==> src/sv/gda_pkg.sv <==
// Gregorian date arithmetic: shared types, step codes and calendar helpers.
// No dependencies; imported by every module of the block.
package gda_pkg;

	// field widths of the request and result
	localparam int DAY_W  = 5;
	localparam int MON_W  = 4;
	localparam int YEAR_W = 14;
	localparam int OFF_W  = 22;

	localparam int unsigned MAX_YEAR_DEF   = 9999;
	localparam int unsigned MAX_OFFSET_DEF = 4194303;

	localparam logic [OFF_W-1:0] DIFF_MAX = 22'h3FFFFF;

	// opcodes
	localparam logic [1:0] OP_DIFF = 2'd0;
	localparam logic [1:0] OP_ADD  = 2'd1;
	localparam logic [1:0] OP_SUB  = 2'd2;

	// floor(y/100) = (y * RECIP_100) >> RECIP_SH, exact for y < 199728
	localparam int RECIP_W  = 18;
	localparam int RECIP_SH = 24;
	localparam logic [RECIP_W-1:0] RECIP_100 = 18'd167773;

	// datapath step codes
	localparam logic [3:0] DP_NOP    = 4'd0;
	localparam logic [3:0] DP_LOAD   = 4'd1;
	localparam logic [3:0] DP_MUL_A  = 4'd2;
	localparam logic [3:0] DP_ORD_A  = 4'd3;
	localparam logic [3:0] DP_MUL_B  = 4'd4;
	localparam logic [3:0] DP_ORD_B  = 4'd5;
	localparam logic [3:0] DP_DECIDE = 4'd6;
	localparam logic [3:0] DP_MUL_T  = 4'd7;
	localparam logic [3:0] DP_CMP_T  = 4'd8;
	localparam logic [3:0] DP_MUL_Y  = 4'd9;
	localparam logic [3:0] DP_SUB_Y  = 4'd10;
	localparam logic [3:0] DP_MONTH  = 4'd11;

	typedef struct packed {
		logic [3:0] step;
		logic       load_out;
	} cmd_t;

	typedef struct packed {
		logic search;   // add/sub result needs the year search
		logic bs_last;  // last bit of the year search
		logic mon_end;  // month walk has found the month
	} stat_t;

	// days from 1.1.0 to 1.1.y, elaboration use only
	function automatic int year_start_f(input int y);
		return 365 * y + (y + 3) / 4 - (y + 99) / 100 + (y + 399) / 400;
	endfunction

	// days before month m in a common year
	function automatic logic [8:0] month_start_f(input logic [MON_W-1:0] m);
		logic [8:0] r;
		case (m)
			4'd1:    r = 9'd0;
			4'd2:    r = 9'd31;
			4'd3:    r = 9'd59;
			4'd4:    r = 9'd90;
			4'd5:    r = 9'd120;
			4'd6:    r = 9'd151;
			4'd7:    r = 9'd181;
			4'd8:    r = 9'd212;
			4'd9:    r = 9'd243;
			4'd10:   r = 9'd273;
			4'd11:   r = 9'd304;
			4'd12:   r = 9'd334;
			default: r = 9'd0;
		endcase
		return r;
	endfunction

	function automatic logic [DAY_W-1:0] month_len_f(input logic [MON_W-1:0] m,
			input logic leap);
		logic [DAY_W-1:0] r;
		case (m)
			4'd2:                      r = leap ? 5'd29 : 5'd28;
			4'd4, 4'd6, 4'd9, 4'd11:   r = 5'd30;
			default:                   r = 5'd31;
		endcase
		return r;
	endfunction

endpackage

==> src/sv/gregorian_date_arithmetic_unit.sv <==
// Gregorian date arithmetic unit, top level: controller plus datapath.
// Uses gda_pkg, gda_ctrl, gda_dpath (which holds gda_year).
//
// One request at a time. Op 0 gives the absolute day count between A and B,
// op 1 adds offset_days to A, op 2 subtracts it; every result carries the
// A-before-B and A-equals-B flags, op 3 gives only those flags. Dates are
// proleptic Gregorian (year 0 is leap); out-of-range months, days and years
// are clamped first, and an add/sub result past 31.12.MAX_YEAR or before
// 1.1.0 saturates with out_of_range set. A non-saturated add/sub also runs
// a binary year search over W = clog2(MAX_YEAR+2) bits (14 bits at the
// default), one trial year per bit, and a month walk over up to 12 months.
// The shared year-start unit, with its one registered multiply, sets the
// pace. in_ready is high whenever the unit is idle, even while a finished
// result still waits in the output register; a new result is held back
// only until that one is taken.
module gregorian_date_arithmetic_unit #(
	parameter int unsigned MAX_YEAR   = gda_pkg::MAX_YEAR_DEF,
	parameter int unsigned MAX_OFFSET = gda_pkg::MAX_OFFSET_DEF
) (
	input  logic                        clk,
	input  logic                        arst_n,
	input  logic                        in_valid,
	output logic                        in_ready,
	input  logic [1:0]                  op,
	input  logic [gda_pkg::DAY_W-1:0]   day_a,
	input  logic [gda_pkg::MON_W-1:0]   month_a,
	input  logic [gda_pkg::YEAR_W-1:0]  year_a,
	input  logic [gda_pkg::DAY_W-1:0]   day_b,
	input  logic [gda_pkg::MON_W-1:0]   month_b,
	input  logic [gda_pkg::YEAR_W-1:0]  year_b,
	input  logic [gda_pkg::OFF_W-1:0]   offset_days,
	output logic                        out_valid,
	input  logic                        out_ready,
	output logic [gda_pkg::DAY_W-1:0]   out_day,
	output logic [gda_pkg::MON_W-1:0]   out_month,
	output logic [gda_pkg::YEAR_W-1:0]  out_year,
	output logic [gda_pkg::OFF_W-1:0]   diff_days,
	output logic                        a_before_b,
	output logic                        dates_equal,
	output logic                        out_of_range
);
	import gda_pkg::*;

	// command and status between sequencer and datapath
	cmd_t  cmd;
	stat_t stat;

	gda_ctrl u_ctrl (
		.clk       (clk),
		.arst_n    (arst_n),
		.in_valid  (in_valid),
		.in_ready  (in_ready),
		.out_valid (out_valid),
		.out_ready (out_ready),
		.cmd       (cmd),
		.stat      (stat)
	);

	// request/result registers, ordinals, year search and month walk
	gda_dpath #(
		.MAX_YEAR   (MAX_YEAR),
		.MAX_OFFSET (MAX_OFFSET)
	) u_dpath (
		.clk          (clk),
		.arst_n       (arst_n),
		.cmd          (cmd),
		.stat         (stat),
		.op           (op),
		.day_a        (day_a),
		.month_a      (month_a),
		.year_a       (year_a),
		.day_b        (day_b),
		.month_b      (month_b),
		.year_b       (year_b),
		.offset_days  (offset_days),
		.out_day      (out_day),
		.out_month    (out_month),
		.out_year     (out_year),
		.diff_days    (diff_days),
		.a_before_b   (a_before_b),
		.dates_equal  (dates_equal),
		.out_of_range (out_of_range)
	);

endmodule

==> src/sv/gda_year.sv <==
// Year-start unit: days from 1.1.0 to 1.1.y plus the leap flag of y.
// One registered multiply (reciprocal of 100), result used the next cycle. Uses gda_pkg.
module gda_year #(
	parameter int YR_W  = 14,
	parameter int ORD_W = 22
) (
	input  logic             clk,
	input  logic             load,
	input  logic [YR_W-1:0]  y_in,
	output logic [YR_W-1:0]  y,
	output logic [ORD_W-1:0] ys,
	output logic             leap
);
	import gda_pkg::*;

	localparam int PW  = YR_W + RECIP_W;
	localparam int D_W = YR_W - 5;

	logic [PW-1:0]   prod;
	logic [YR_W-1:0] y_q;
	logic [D_W-1:0]  d100_q;
	logic [YR_W-1:0] r_full;
	logic            nz;
	logic [D_W:0]    c100;
	logic [D_W:0]    c400;
	logic [YR_W:0]   y4;

	assign prod = PW'(y_in) * PW'(RECIP_100);

	always_ff @(posedge clk) begin
		if (load) begin
			y_q    <= y_in;
			d100_q <= D_W'(prod >> RECIP_SH);
		end
	end

	// remainder mod 100 and the rounded-up quotients
	assign r_full = y_q - YR_W'(d100_q) * YR_W'(100);
	assign nz     = (r_full != '0);
	assign c100   = (D_W+1)'(d100_q) + (D_W+1)'(nz);
	assign c400   = (c100 + (D_W+1)'(3)) >> 2;
	assign y4     = ((YR_W+1)'(y_q) + (YR_W+1)'(3)) >> 2;

	assign y    = y_q;
	assign ys   = ORD_W'(y_q) * ORD_W'(365) + ORD_W'(y4) - ORD_W'(c100) + ORD_W'(c400);
	assign leap = ((y_q[1:0] == 2'd0) && nz) || (!nz && (d100_q[1:0] == 2'd0));

endmodule

==> src/sv/gda_dpath.sv <==
// Datapath: request registers, ordinals, decision, binary year search, month walk
// and the result register. Uses gda_pkg and gda_year; steered by gda_ctrl.
module gda_dpath #(
	parameter int unsigned MAX_YEAR   = gda_pkg::MAX_YEAR_DEF,
	parameter int unsigned MAX_OFFSET = gda_pkg::MAX_OFFSET_DEF
) (
	input  logic                        clk,
	input  logic                        arst_n,
	input  gda_pkg::cmd_t               cmd,
	output gda_pkg::stat_t              stat,
	input  logic [1:0]                  op,
	input  logic [gda_pkg::DAY_W-1:0]   day_a,
	input  logic [gda_pkg::MON_W-1:0]   month_a,
	input  logic [gda_pkg::YEAR_W-1:0]  year_a,
	input  logic [gda_pkg::DAY_W-1:0]   day_b,
	input  logic [gda_pkg::MON_W-1:0]   month_b,
	input  logic [gda_pkg::YEAR_W-1:0]  year_b,
	input  logic [gda_pkg::OFF_W-1:0]   offset_days,
	output logic [gda_pkg::DAY_W-1:0]   out_day,
	output logic [gda_pkg::MON_W-1:0]   out_month,
	output logic [gda_pkg::YEAR_W-1:0]  out_year,
	output logic [gda_pkg::OFF_W-1:0]   diff_days,
	output logic                        a_before_b,
	output logic                        dates_equal,
	output logic                        out_of_range
);
	import gda_pkg::*;

	localparam int YR_W  = $clog2(MAX_YEAR + 2);
	localparam int ORD_W = $clog2(year_start_f(2 ** YR_W) + 1);
	localparam int CW    = (ORD_W > OFF_W) ? ORD_W : OFF_W;
	localparam int BW    = $clog2(YR_W);
	localparam int LAST_I = year_start_f(MAX_YEAR + 1) - 1;
	localparam logic [ORD_W-1:0] LAST = ORD_W'(LAST_I);

	// request, normalized except for the day
	logic [1:0]       op_q;
	logic [DAY_W-1:0] da_q, db_q;
	logic [MON_W-1:0] ma_q, mb_q;
	logic [YR_W-1:0]  ya_q, yb_q;
	logic [OFF_W-1:0] off_q;

	logic [ORD_W-1:0] oa_q, ob_q, n_q;
	logic [YR_W-1:0]  yr_q;
	logic [BW-1:0]    bit_q;
	logic [8:0]       rem_q;
	logic [MON_W-1:0] mo_q;
	logic             leap_q;

	// working result
	logic [DAY_W-1:0]  rd_q;
	logic [MON_W-1:0]  rm_q;
	logic [YEAR_W-1:0] ry_q;
	logic [OFF_W-1:0]  diff_q;
	logic              lt_q, eq_q, oor_q;

	// year unit
	logic             yu_load;
	logic [YR_W-1:0]  yu_in, yu_y;
	logic [ORD_W-1:0] yu_ys;
	logic             yu_leap;

	gda_year #(.YR_W(YR_W), .ORD_W(ORD_W)) u_year (
		.clk  (clk),
		.load (yu_load),
		.y_in (yu_in),
		.y    (yu_y),
		.ys   (yu_ys),
		.leap (yu_leap)
	);

	logic [YR_W-1:0] t_try;
	assign t_try = yr_q | (YR_W'(1) << bit_q);

	always_comb begin
		yu_load = 1'b1;
		case (cmd.step)
			DP_MUL_A: yu_in = ya_q;
			DP_MUL_B: yu_in = yb_q;
			DP_MUL_T: yu_in = t_try;
			DP_MUL_Y: yu_in = yr_q;
			default: begin
				yu_in   = yr_q;
				yu_load = 1'b0;
			end
		endcase
	end

	// input normalization
	function automatic logic [MON_W-1:0] clamp_mon(input logic [MON_W-1:0] m);
		logic [MON_W-1:0] r;
		r = m;
		if (m == 4'd0) r = 4'd1;
		if (m > 4'd12) r = 4'd12;
		return r;
	endfunction

	function automatic logic [YR_W-1:0] clamp_year(input logic [YEAR_W-1:0] y);
		return (32'(y) > MAX_YEAR) ? YR_W'(MAX_YEAR) : YR_W'(y);
	endfunction

	// ordinal of the date whose year sits in the year unit
	logic [DAY_W-1:0] o_day, o_len, o_dd;
	logic [MON_W-1:0] o_mon;
	logic [ORD_W-1:0] o_ord;

	always_comb begin
		o_day = (cmd.step == DP_ORD_B) ? db_q : da_q;
		o_mon = (cmd.step == DP_ORD_B) ? mb_q : ma_q;
		o_len = month_len_f(o_mon, yu_leap);
		o_dd  = (o_day == '0) ? DAY_W'(1) : o_day;
		if (o_dd > o_len)
			o_dd = o_len;
		o_ord = yu_ys + ORD_W'(month_start_f(o_mon))
			+ ORD_W'(yu_leap && (o_mon > 4'd2)) + ORD_W'(o_dd) - ORD_W'(1);
	end

	// decision
	logic             sat_add, sat_sub;
	logic [ORD_W-1:0] span;

	assign sat_add = CW'(off_q) > CW'(LAST - oa_q);
	assign sat_sub = CW'(off_q) > CW'(oa_q);
	assign span    = (oa_q > ob_q) ? (oa_q - ob_q) : (ob_q - oa_q);

	logic [DAY_W-1:0] m_len;
	assign m_len = month_len_f(mo_q, leap_q);

	assign stat.search  = ((op_q == OP_ADD) && !sat_add) || ((op_q == OP_SUB) && !sat_sub);
	assign stat.bs_last = (bit_q == '0);
	assign stat.mon_end = (rem_q < 9'(m_len));

	always_ff @(posedge clk) begin
		case (cmd.step)
			DP_LOAD: begin
				op_q  <= op;
				da_q  <= day_a;
				db_q  <= day_b;
				ma_q  <= clamp_mon(month_a);
				mb_q  <= clamp_mon(month_b);
				ya_q  <= clamp_year(year_a);
				yb_q  <= clamp_year(year_b);
				off_q <= (32'(offset_days) > MAX_OFFSET) ? OFF_W'(MAX_OFFSET) : offset_days;
			end
			DP_ORD_A: oa_q <= o_ord;
			DP_ORD_B: ob_q <= o_ord;
			DP_DECIDE: begin
				lt_q   <= (oa_q < ob_q);
				eq_q   <= (oa_q == ob_q);
				yr_q   <= '0;
				bit_q  <= BW'(YR_W - 1);
				rd_q   <= '0;
				rm_q   <= '0;
				ry_q   <= '0;
				diff_q <= '0;
				oor_q  <= 1'b0;
				case (op_q)
					OP_DIFF: diff_q <= (CW'(span) > CW'(DIFF_MAX)) ? DIFF_MAX : OFF_W'(span);
					OP_ADD: begin
						n_q <= ORD_W'(CW'(oa_q) + CW'(off_q));
						if (sat_add) begin
							rd_q  <= 5'd31;
							rm_q  <= 4'd12;
							ry_q  <= YEAR_W'(MAX_YEAR);
							oor_q <= 1'b1;
						end
					end
					OP_SUB: begin
						n_q <= ORD_W'(CW'(oa_q) - CW'(off_q));
						if (sat_sub) begin
							rd_q  <= 5'd1;
							rm_q  <= 4'd1;
							oor_q <= 1'b1;
						end
					end
					default: ;
				endcase
			end
			DP_CMP_T: begin
				// keep the trial bit when that year starts on or before n
				if (yu_ys <= n_q)
					yr_q <= yu_y;
				bit_q <= bit_q - BW'(1);
			end
			DP_SUB_Y: begin
				rem_q  <= 9'(n_q - yu_ys);
				leap_q <= yu_leap;
				mo_q   <= 4'd1;
				ry_q   <= YEAR_W'(yr_q);
			end
			DP_MONTH: begin
				if (rem_q >= 9'(m_len)) begin
					rem_q <= rem_q - 9'(m_len);
					mo_q  <= mo_q + 4'd1;
				end else begin
					rd_q <= DAY_W'(rem_q) + DAY_W'(1);
					rm_q <= mo_q;
				end
			end
			default: ;
		endcase
	end

	// result register
	always_ff @(posedge clk) begin
		if (cmd.load_out) begin
			out_day      <= rd_q;
			out_month    <= rm_q;
			out_year     <= ry_q;
			diff_days    <= diff_q;
			a_before_b   <= lt_q;
			dates_equal  <= eq_q;
			out_of_range <= oor_q;
		end
	end

	a_month_range: assert property (@(posedge clk) disable iff (!arst_n)
		(cmd.step == DP_MONTH) |-> (mo_q >= 4'd1 && mo_q <= 4'd12))
		else $error("month walk left 1..12");

	a_rem_in_year: assert property (@(posedge clk) disable iff (!arst_n)
		(cmd.step == DP_SUB_Y) |=> (rem_q < 9'd366))
		else $error("day of year out of range after year search");

endmodule

==> src/sv/gda_ctrl.sv <==
// Controller: sequences one request through the datapath and owns the output valid.
// Uses gda_pkg for the step codes and the command/status structs.
module gda_ctrl (
	input  logic           clk,
	input  logic           arst_n,
	input  logic           in_valid,
	output logic           in_ready,
	output logic           out_valid,
	input  logic           out_ready,
	output gda_pkg::cmd_t  cmd,
	input  gda_pkg::stat_t stat
);
	import gda_pkg::*;

	localparam logic [3:0] S_IDLE   = 4'd0;
	localparam logic [3:0] S_MUL_A  = 4'd1;
	localparam logic [3:0] S_ORD_A  = 4'd2;
	localparam logic [3:0] S_MUL_B  = 4'd3;
	localparam logic [3:0] S_ORD_B  = 4'd4;
	localparam logic [3:0] S_DECIDE = 4'd5;
	localparam logic [3:0] S_MUL_T  = 4'd6;
	localparam logic [3:0] S_CMP_T  = 4'd7;
	localparam logic [3:0] S_MUL_Y  = 4'd8;
	localparam logic [3:0] S_SUB_Y  = 4'd9;
	localparam logic [3:0] S_MONTH  = 4'd10;
	localparam logic [3:0] S_FIN    = 4'd11;

	logic [3:0] state_q, state_d;
	logic       out_valid_q;
	logic       out_free;

	assign in_ready  = (state_q == S_IDLE);
	assign out_valid = out_valid_q;
	assign out_free  = !out_valid_q || out_ready;

	always_comb begin
		state_d      = state_q;
		cmd.step     = DP_NOP;
		cmd.load_out = 1'b0;
		case (state_q)
			S_IDLE: begin
				if (in_valid) begin
					cmd.step = DP_LOAD;
					state_d  = S_MUL_A;
				end
			end
			S_MUL_A: begin
				cmd.step = DP_MUL_A;
				state_d  = S_ORD_A;
			end
			S_ORD_A: begin
				cmd.step = DP_ORD_A;
				state_d  = S_MUL_B;
			end
			S_MUL_B: begin
				cmd.step = DP_MUL_B;
				state_d  = S_ORD_B;
			end
			S_ORD_B: begin
				cmd.step = DP_ORD_B;
				state_d  = S_DECIDE;
			end
			S_DECIDE: begin
				cmd.step = DP_DECIDE;
				state_d  = stat.search ? S_MUL_T : S_FIN;
			end
			S_MUL_T: begin
				cmd.step = DP_MUL_T;
				state_d  = S_CMP_T;
			end
			S_CMP_T: begin
				cmd.step = DP_CMP_T;
				state_d  = stat.bs_last ? S_MUL_Y : S_MUL_T;
			end
			S_MUL_Y: begin
				cmd.step = DP_MUL_Y;
				state_d  = S_SUB_Y;
			end
			S_SUB_Y: begin
				cmd.step = DP_SUB_Y;
				state_d  = S_MONTH;
			end
			S_MONTH: begin
				cmd.step = DP_MONTH;
				if (stat.mon_end)
					state_d = S_FIN;
			end
			S_FIN: begin
				if (out_free) begin
					cmd.load_out = 1'b1;
					state_d      = S_IDLE;
				end
			end
			default: state_d = S_IDLE;
		endcase
	end

	always_ff @(posedge clk or negedge arst_n) begin
		if (!arst_n) begin
			state_q     <= S_IDLE;
			out_valid_q <= 1'b0;
		end else begin
			state_q <= state_d;
			if (cmd.load_out)
				out_valid_q <= 1'b1;
			else if (out_ready)
				out_valid_q <= 1'b0;
		end
	end

	a_accept_starts: assert property (@(posedge clk) disable iff (!arst_n)
		(in_valid && in_ready) |=> (state_q == S_MUL_A))
		else $error("accepted request did not start the sequence");

	a_fin_waits: assert property (@(posedge clk) disable iff (!arst_n)
		(state_q == S_FIN && out_valid && !out_ready) |=> (state_q == S_FIN && out_valid))
		else $error("result overwrote an untaken result");

	a_valid_from_fin: assert property (@(posedge clk) disable iff (!arst_n)
		$rose(out_valid) |-> ($past(state_q) == S_FIN))
		else $error("result valid raised outside the finish state");

endmodule
==> config.mk <==
export PLATFORM = sky130hd
export DESIGN_NAME = gregorian_date_arithmetic_unit
export DESIGN_NICKNAME = d
export VERILOG_FILES = /design/src/sv/gda_pkg.sv /design/src/sv/gregorian_date_arithmetic_unit.sv /design/src/sv/gda_year.sv /design/src/sv/gda_dpath.sv /design/src/sv/gda_ctrl.sv
export SDC_FILE = /design/constraint.sdc
export NUM_CORES = 1
export LEC_CHECK = 0
export ABC_CLOCK_PERIOD_IN_PS = 32900
export BUFFER_PORTS_ARGS = -buffer_cell sky130_fd_sc_hd__clkbuf_2
export CORE_ASPECT_RATIO = 0.8
export CORE_MARGIN = 2
export CORE_UTILIZATION = 45
export DETAILED_ROUTE_END_ITERATION = 8
export GPL_TIMING_DRIVEN = 1
export PLACE_DENSITY = 0.67
export SLEW_MARGIN = 20
export SYNTH_ARGS = -nofsm -noshare
export SYNTH_HDL_FRONTEND = slang
export SYNTH_SLANG_ARGS = --single-unit
==> constraint.sdc <==
create_clock -name clk -period 32.9 [get_ports clk]
set_input_delay 3.29 -clock clk [delete_from_list [all_inputs] [get_ports clk]]
set_output_delay 3.29 -clock clk [all_outputs]
set_load 0.02 [all_outputs]
==> results of run 1 <==
[sequential cells by signal (all words and copies together) (netlist names), 14 cells and up]
name               flops
u_dpath.ya_q          14
u_dpath.diff_q        22
u_dpath.yr_q          14
u_dpath.ob_q          23
u_dpath.off_q         22
u_dpath.u_year.y      14
u_dpath.out_year      14
u_dpath.yb_q          14
u_dpath.diff_days     22
u_dpath.oa_q          23
u_dpath.ry_q          14
u_dpath.n_q           23
[layout by cell type (no fill, tap or decap), drive strengths merged, types with 88 or more instances in the layout]
| master | instances |
|---|---|
| nor2 | 154 |
| a21oi | 173 |
| xnor2 | 110 |
| a21o | 88 |
| ha | 457 |
| edfxtp | 289 |
| nand2 | 112 |
| clkbuf | 161 |
| inv | 465 |
| o21ai | 92 |
| fa | 184 |
[routing by layer]
layer	up-vias	part of all wire	track usage
li1	9771	-	-
met1	10100	0.51	0.361
met2	703	0.40	0.306
met4	0	0.013	0.0402
met5	-	0	0
met3	63	0.077	0.0462
[per-stage QoR]
stage	util	instances	setup WS (ns)
2_1_floorplan	-	2765	21.51
3_3_place_gp	0.479	3681	20.45
3_5_place_dp	0.479	3681	20.52
4_1_cts	0.497	3742	20.45
5_1_grt	0.498	3743	19.65
6_report	0.498	3743	20.36
[final cells by class]
| cell class | instances | area share |
|---|---|---|
| multi-input cells | 1943 | 0.568 |
| well taps | 840 | 0.0336 |
| clock buffers | 37 | 0.0279 |
| clock inverters | 24 | 0.00841 |
| inverters | 463 | 0.0556 |
| flip-flops and latches | 294 | 0.282 |
| repair buffers | 142 | 0.0242 |
[cells in the mapped netlist, drive strengths merged, types with 5 or more instances]
cell type / instances / area (µm²)
a21o: 88 / 661
o21ai: 92 / 464
ha: 457 / 5720
nor2: 154 / 578
nor4: 17 / 113
xor2: 54 / 473
a31oi: 23 / 144
a211oi: 16 / 120
xnor2: 110 / 971
nand2b: 39 / 244
inv: 462 / 1730
o211ai: 14 / 105
o21bai: 16 / 120
o311ai: 7 / 68.8
a311oi: 5 / 50.0
dfrtp: 5 / 125
o31ai: 15 / 118
clkbuf: 45 / 210
o31a: 7 / 61.3
or3: 9 / 56.3
nor3: 35 / 175
nand4: 25 / 156
edfxtp: 289 / 8680
fa: 184 / 3680
a221oi: 7 / 61.3
or2: 9 / 56.3
a221o: 12 / 120
nand3: 43 / 220
a21oi: 173 / 941
and3: 13 / 86.3
mux2i: 39 / 390
o21a: 24 / 180
nand2: 112 / 428
nor2b: 35 / 219
and2: 33 / 209
a211o: 8 / 70.1
mux2: 7 / 78.8
buf: 18 / 141
o221ai: 9 / 78.8
[cells by family after synthesis]
| group | synth area share |
|---|---|
| AO/OA/AOI/OAI | 0.131 |
| flip-flops | 0.308 |
| multiplexers | 0.0164 |
| buffers and inverters | 0.0737 |
| AND/OR/NAND/NOR | 0.0927 |
| XOR/XNOR | 0.0505 |
| adder cells (fa/ha/maj) | 0.329 |
[final timing paths]
path                                    endpoint  slack [ns]  cells past startpoint
setup / recovery                 u_dpath.yr_q[5]       20.36                     47
hold / removal             u_dpath.diff_days[10]        0.41                      0
setup reg to reg                 u_dpath.yr_q[5]       20.36                     47
hold reg to reg            u_dpath.diff_days[10]        0.41                      0
max in group asynchronous      u_ctrl.state_q[0]       30.21                      1
min in group asynchronous       u_ctrl.out_valid        2.54                      1
[worst reg2reg max path: cells and delay by family, from the launching register on]
| kind | cells | cell delay, ns |
|---|---|---|
| compound gates | 17 | 4.15 |
| simple gates | 11 | 2.12 |
| buf+inv | 4 | 0.22 |
| xor+xnor | 2 | 0.31 |
| flops | 1 | 0.47 |
| fa+ha+maj | 13 | 4.90 |
==> reports/qor.yml, run 1 <==
status: "finished clean"
syn-mean-instance-area_um2: 10.3
overflow: 0
row_count: 82
clock-sinks: 294
cp-end-kind: "flip-flop"
syn_nets: 3480
ys_seq_elements: 294
rsz0062_at_grt: "no"
die_h_um: 230
port-buffer-count: 123
design_area_um2: 31200
ctsHoldBuffers: 0
fillerInstances: 5694
routed_via_density: 5.52
die_w_um: 286
drv_cap: 0
clk_latency_ns: 0.56
die-area_um2: 65600
multi_input_area_um2: 17800
tritoncts: "built"
synthToLayoutAreaGrowth_pct: 9.19
clock_path_buffers: 3
postCtsSetupBuffers: 0
boundaryPins: 124
hold_viol_final: 0
tns_ns: 0
fmax_mhz: 79.7
crit_type: "reg2reg"
cts-root-buf: "clkbuf_16"
clk_pin_slew_ns: 0.07
relSlewSlack: 0.263
antenna_cells: 0
register_area_um2: 8800
vias: 20700
nNetsFinal: 3593
grt_max_degree: 71
ys.flop_type: "edfxtp_1"
crit_fanout: 14
critPathLaunchType: "flip-flop"
routedWlPerCell_um: 19.7
antenna_found_initial: 2
grt_pass1_wl_um: 115000
finalCritPeriodShare: 0.381
core_region_area_um2: 62800
antenna_left: 0
cp.arrival_ns: 12.72
fin_crit_ns: 12.54
drive_gt1_frac: 0.0913
worst-path-buf-inv: 4
cp_slowest_cell: "o21ai_2"
setup_viol: 0
synth-edff-count: 289
hold_class: "reg2reg"
dp_hpwl_um: 60000
cts_buffers: 34
path_common_cell: "ha_1"
wl_um: 73600
synth_async_sr_flop_share: 0.0170
fin_hold_ws_ns: 0.411
start_util: 0.456
firstDrtPassIters: 6
netlist_area_um2: 28600
yosysSeqAreaShare: 0.308
placed_cell_area_um2: 30100
max_slew.worst_pin.slew_ns: 1.10
r2r-start: "u_dpath.u_year.d100_q[2]"
cp_top_family: "adder cells"
h-tree-depth: 2
cp.required_ns: 33.08
finalClockSkew_ns: 0.0360
slowest_delay_ns: 0.67
min_from: "u_dpath.diff_q[10]"
ys_warn_count: 0
drc_errors: 0
drv_slew: 0
place_congestion: 0.939
syn_inst: 2765
grt_usage: 0.224
drtIter0Drc: 1635
ys_types: 93
critPathLaunch: "u_dpath.u_year.d100_q[2]"
post_cts_resized: 0
first_global_vias: 20200
Power of run 1 is not shown: default switching activity piles up to over one toggle a cycle in this logic, so the estimate is an artifact.
==> inputs of run 2 (changes only) <==
- ABC_CLOCK_PERIOD_IN_PS: 32900 -> 12700
- clock period: 32.9 -> 12.7 ns (I/O delays scaled with it)
==> run 2 against run 1 <==
Net effect: global-route usage grew 0.16 points; routed wire length grew 0.85%; non-clock buffer count increased by 2; largest cell class unchanged.
==> reports/qor.yml, run 2 (synthesis results as in run 1) <==
fin_hold_ws_ns: 0.418  # +0.00708 ns
worst-path-buf-inv: 5  # +1
clock-sinks: 294  # unchanged
wl_um: 74300  # +0.85%
drv_slew: 0  # unchanged
final_common_cell: "inv_1"
vias: 20700  # +0.32%
core_region_area_um2: 62800  # unchanged
grt_pass1_wl_um: 116000  # +1.0%
start_util: 0.456  # unchanged
crit_type: "reg2reg"
finalCritPeriodShare: 0.941  # +0.560
port-buffer-count: 123  # unchanged
clk_pin_slew_ns: 0.06  # about the same
drive_gt1_frac: 0.0931  # +0.00179
status: "finished clean"
fin_crit_ns: 11.95  # -0.587 ns
overflow: 0  # unchanged
place_congestion: 0.949  # +1.0%
layout_common_cells: "inv_1, ha_1, edfxtp_1"
die_h_um: 230  # unchanged
fillerInstances: 5679  # -0.26%
routed_via_density: 5.54  # +0.38%
setup_viol: 0  # unchanged
hold_class: "reg2reg"
clock_path_buffers: 3  # unchanged
h-tree-depth: 1  # -1
cts-root-buf: "clkbuf_16"
path_common_cell: "ha_1"
dp_slack_ns: 0.511  # -20.01 ns
ctsHoldBuffers: 0  # unchanged
hold_viol_final: 0  # unchanged
grt_usage: 0.226  # +0.00159
antenna_left: 0  # unchanged
slowest_delay_ns: 0.51  # -0.16 ns
row_count: 82  # unchanged
drv_cap: 0  # unchanged
cp.arrival_ns: 12.25  # -0.47 ns
antenna_found_initial: 0  # -2
first_global_vias: 20600  # +2.0%
cp_top_family: "adder cells"
die-area_um2: 65600  # unchanged
tritoncts: "built"
routedWlPerCell_um: 19.8  # +0.90%
cp.required_ns: 13.00  # -20.08 ns
boundaryPins: 124  # unchanged
max_slew.worst_pin.slew_ns: 1.09  # -0.0128 ns
crit_fanout: 14  # unchanged
critPathLaunchType: "flip-flop"
antenna_cells: 0  # unchanged
synthToLayoutAreaGrowth_pct: 9.50
drc_errors: 0  # unchanged
relSlewSlack: 0.256  # -0.00750
cp-end-kind: "flip-flop"
top_regs: "u_dpath.n_q (23), u_dpath.oa_q (23), u_dpath.ob_q (23)"
cp_slowest_cell: "fa_1"
finalClockSkew_ns: 0.0216  # -0.0144 ns
drtIter0Drc: 1728  # +5.7%
clk_latency_ns: 0.61  # +0.05 ns
nNetsFinal: 3592  # -0.028%
dp_hpwl_um: 60800  # +1.4%
grt_max_degree: 71  # unchanged
firstDrtPassIters: 7  # +1
fmax_mhz: 83.7  # +4.9%
die_w_um: 286  # unchanged
cts_buffers: 31  # -8.8%
timing.final.ws_setup_ns: 0.746  # -19.61 ns
run 2: cell count changes in the layout (fill, tap and decap cells not counted), moves of 2 or more:
cell        change
clkinv_1        -2
nor4_1          -2
a21oi_1         -2
clkbuf_16       -3
clkbuf_1        +3
nor4_2          +2
a21oi_2         +2
buf_4           +3
bufinv_16       +5
o31ai_1         -2
inv_6           -3
clkbuf_8        +3
clkinvlp_4      -5
run 2: stage by stage:
stage | instance area, µm² | instances | util | setup TNS (ns)
finish | 31300 | 3741 | 0.499 | 0
global route | 31300 | 3741 | 0.499 | -0.0290
detailed placement | 30100 | 3682 | 0.479 | 0
CTS | 31200 | 3739 | 0.498 | 0
global placement | 30100 | 3682 | 0.479 | 0
floorplan | 28600 | 2765 | - | 0
run 2: per-layer routing:
metal	routed length (µm)	up-vias	track usage
li1	-	9791	-
met2	29400	729	0.309
met4	1300	2	0.0473
met3	6620	79	0.0580
met1	36800	10100	0.352
met5	92	-	0.0103
run 2: cell type report:
cell class / instances / area, µm² / area share
flip-flops and latches: 294 / 8800 / 0.281
repair buffers: 144 / 773 / 0.0247
clock buffers: 40 / 850 / 0.0271
multi-input cells: 1943 / 17800 / 0.569
well taps: 840 / 1050 / 0.0335
inverters: 463 / 1740 / 0.0555
clock inverters: 17 / 305 / 0.00974
run 2: repair_timing:
action,in CTS,in global routing
endpoints found under the setup margin,0,20
resized for setup,0,8
setup buffers,0,2
run 2: worst paths after layout:
kind,cells past startpoint,slack [ns],from,end
setup / recovery,48,0.75,u_dpath.u_year.d100_q[3],u_dpath.yr_q[11]
hold / removal,0,0.42,u_dpath.ry_q[10],u_dpath.out_year[10]
setup reg to reg,48,0.75,u_dpath.u_year.d100_q[3],u_dpath.yr_q[11]
hold reg to reg,0,0.42,u_dpath.ry_q[10],u_dpath.out_year[10]
max in group asynchronous,1,12.06,arst_n,u_ctrl.state_q[0]
min in group asynchronous,1,0.48,arst_n,u_ctrl.state_q[3]
Power of run 2 is left out for the same reason.
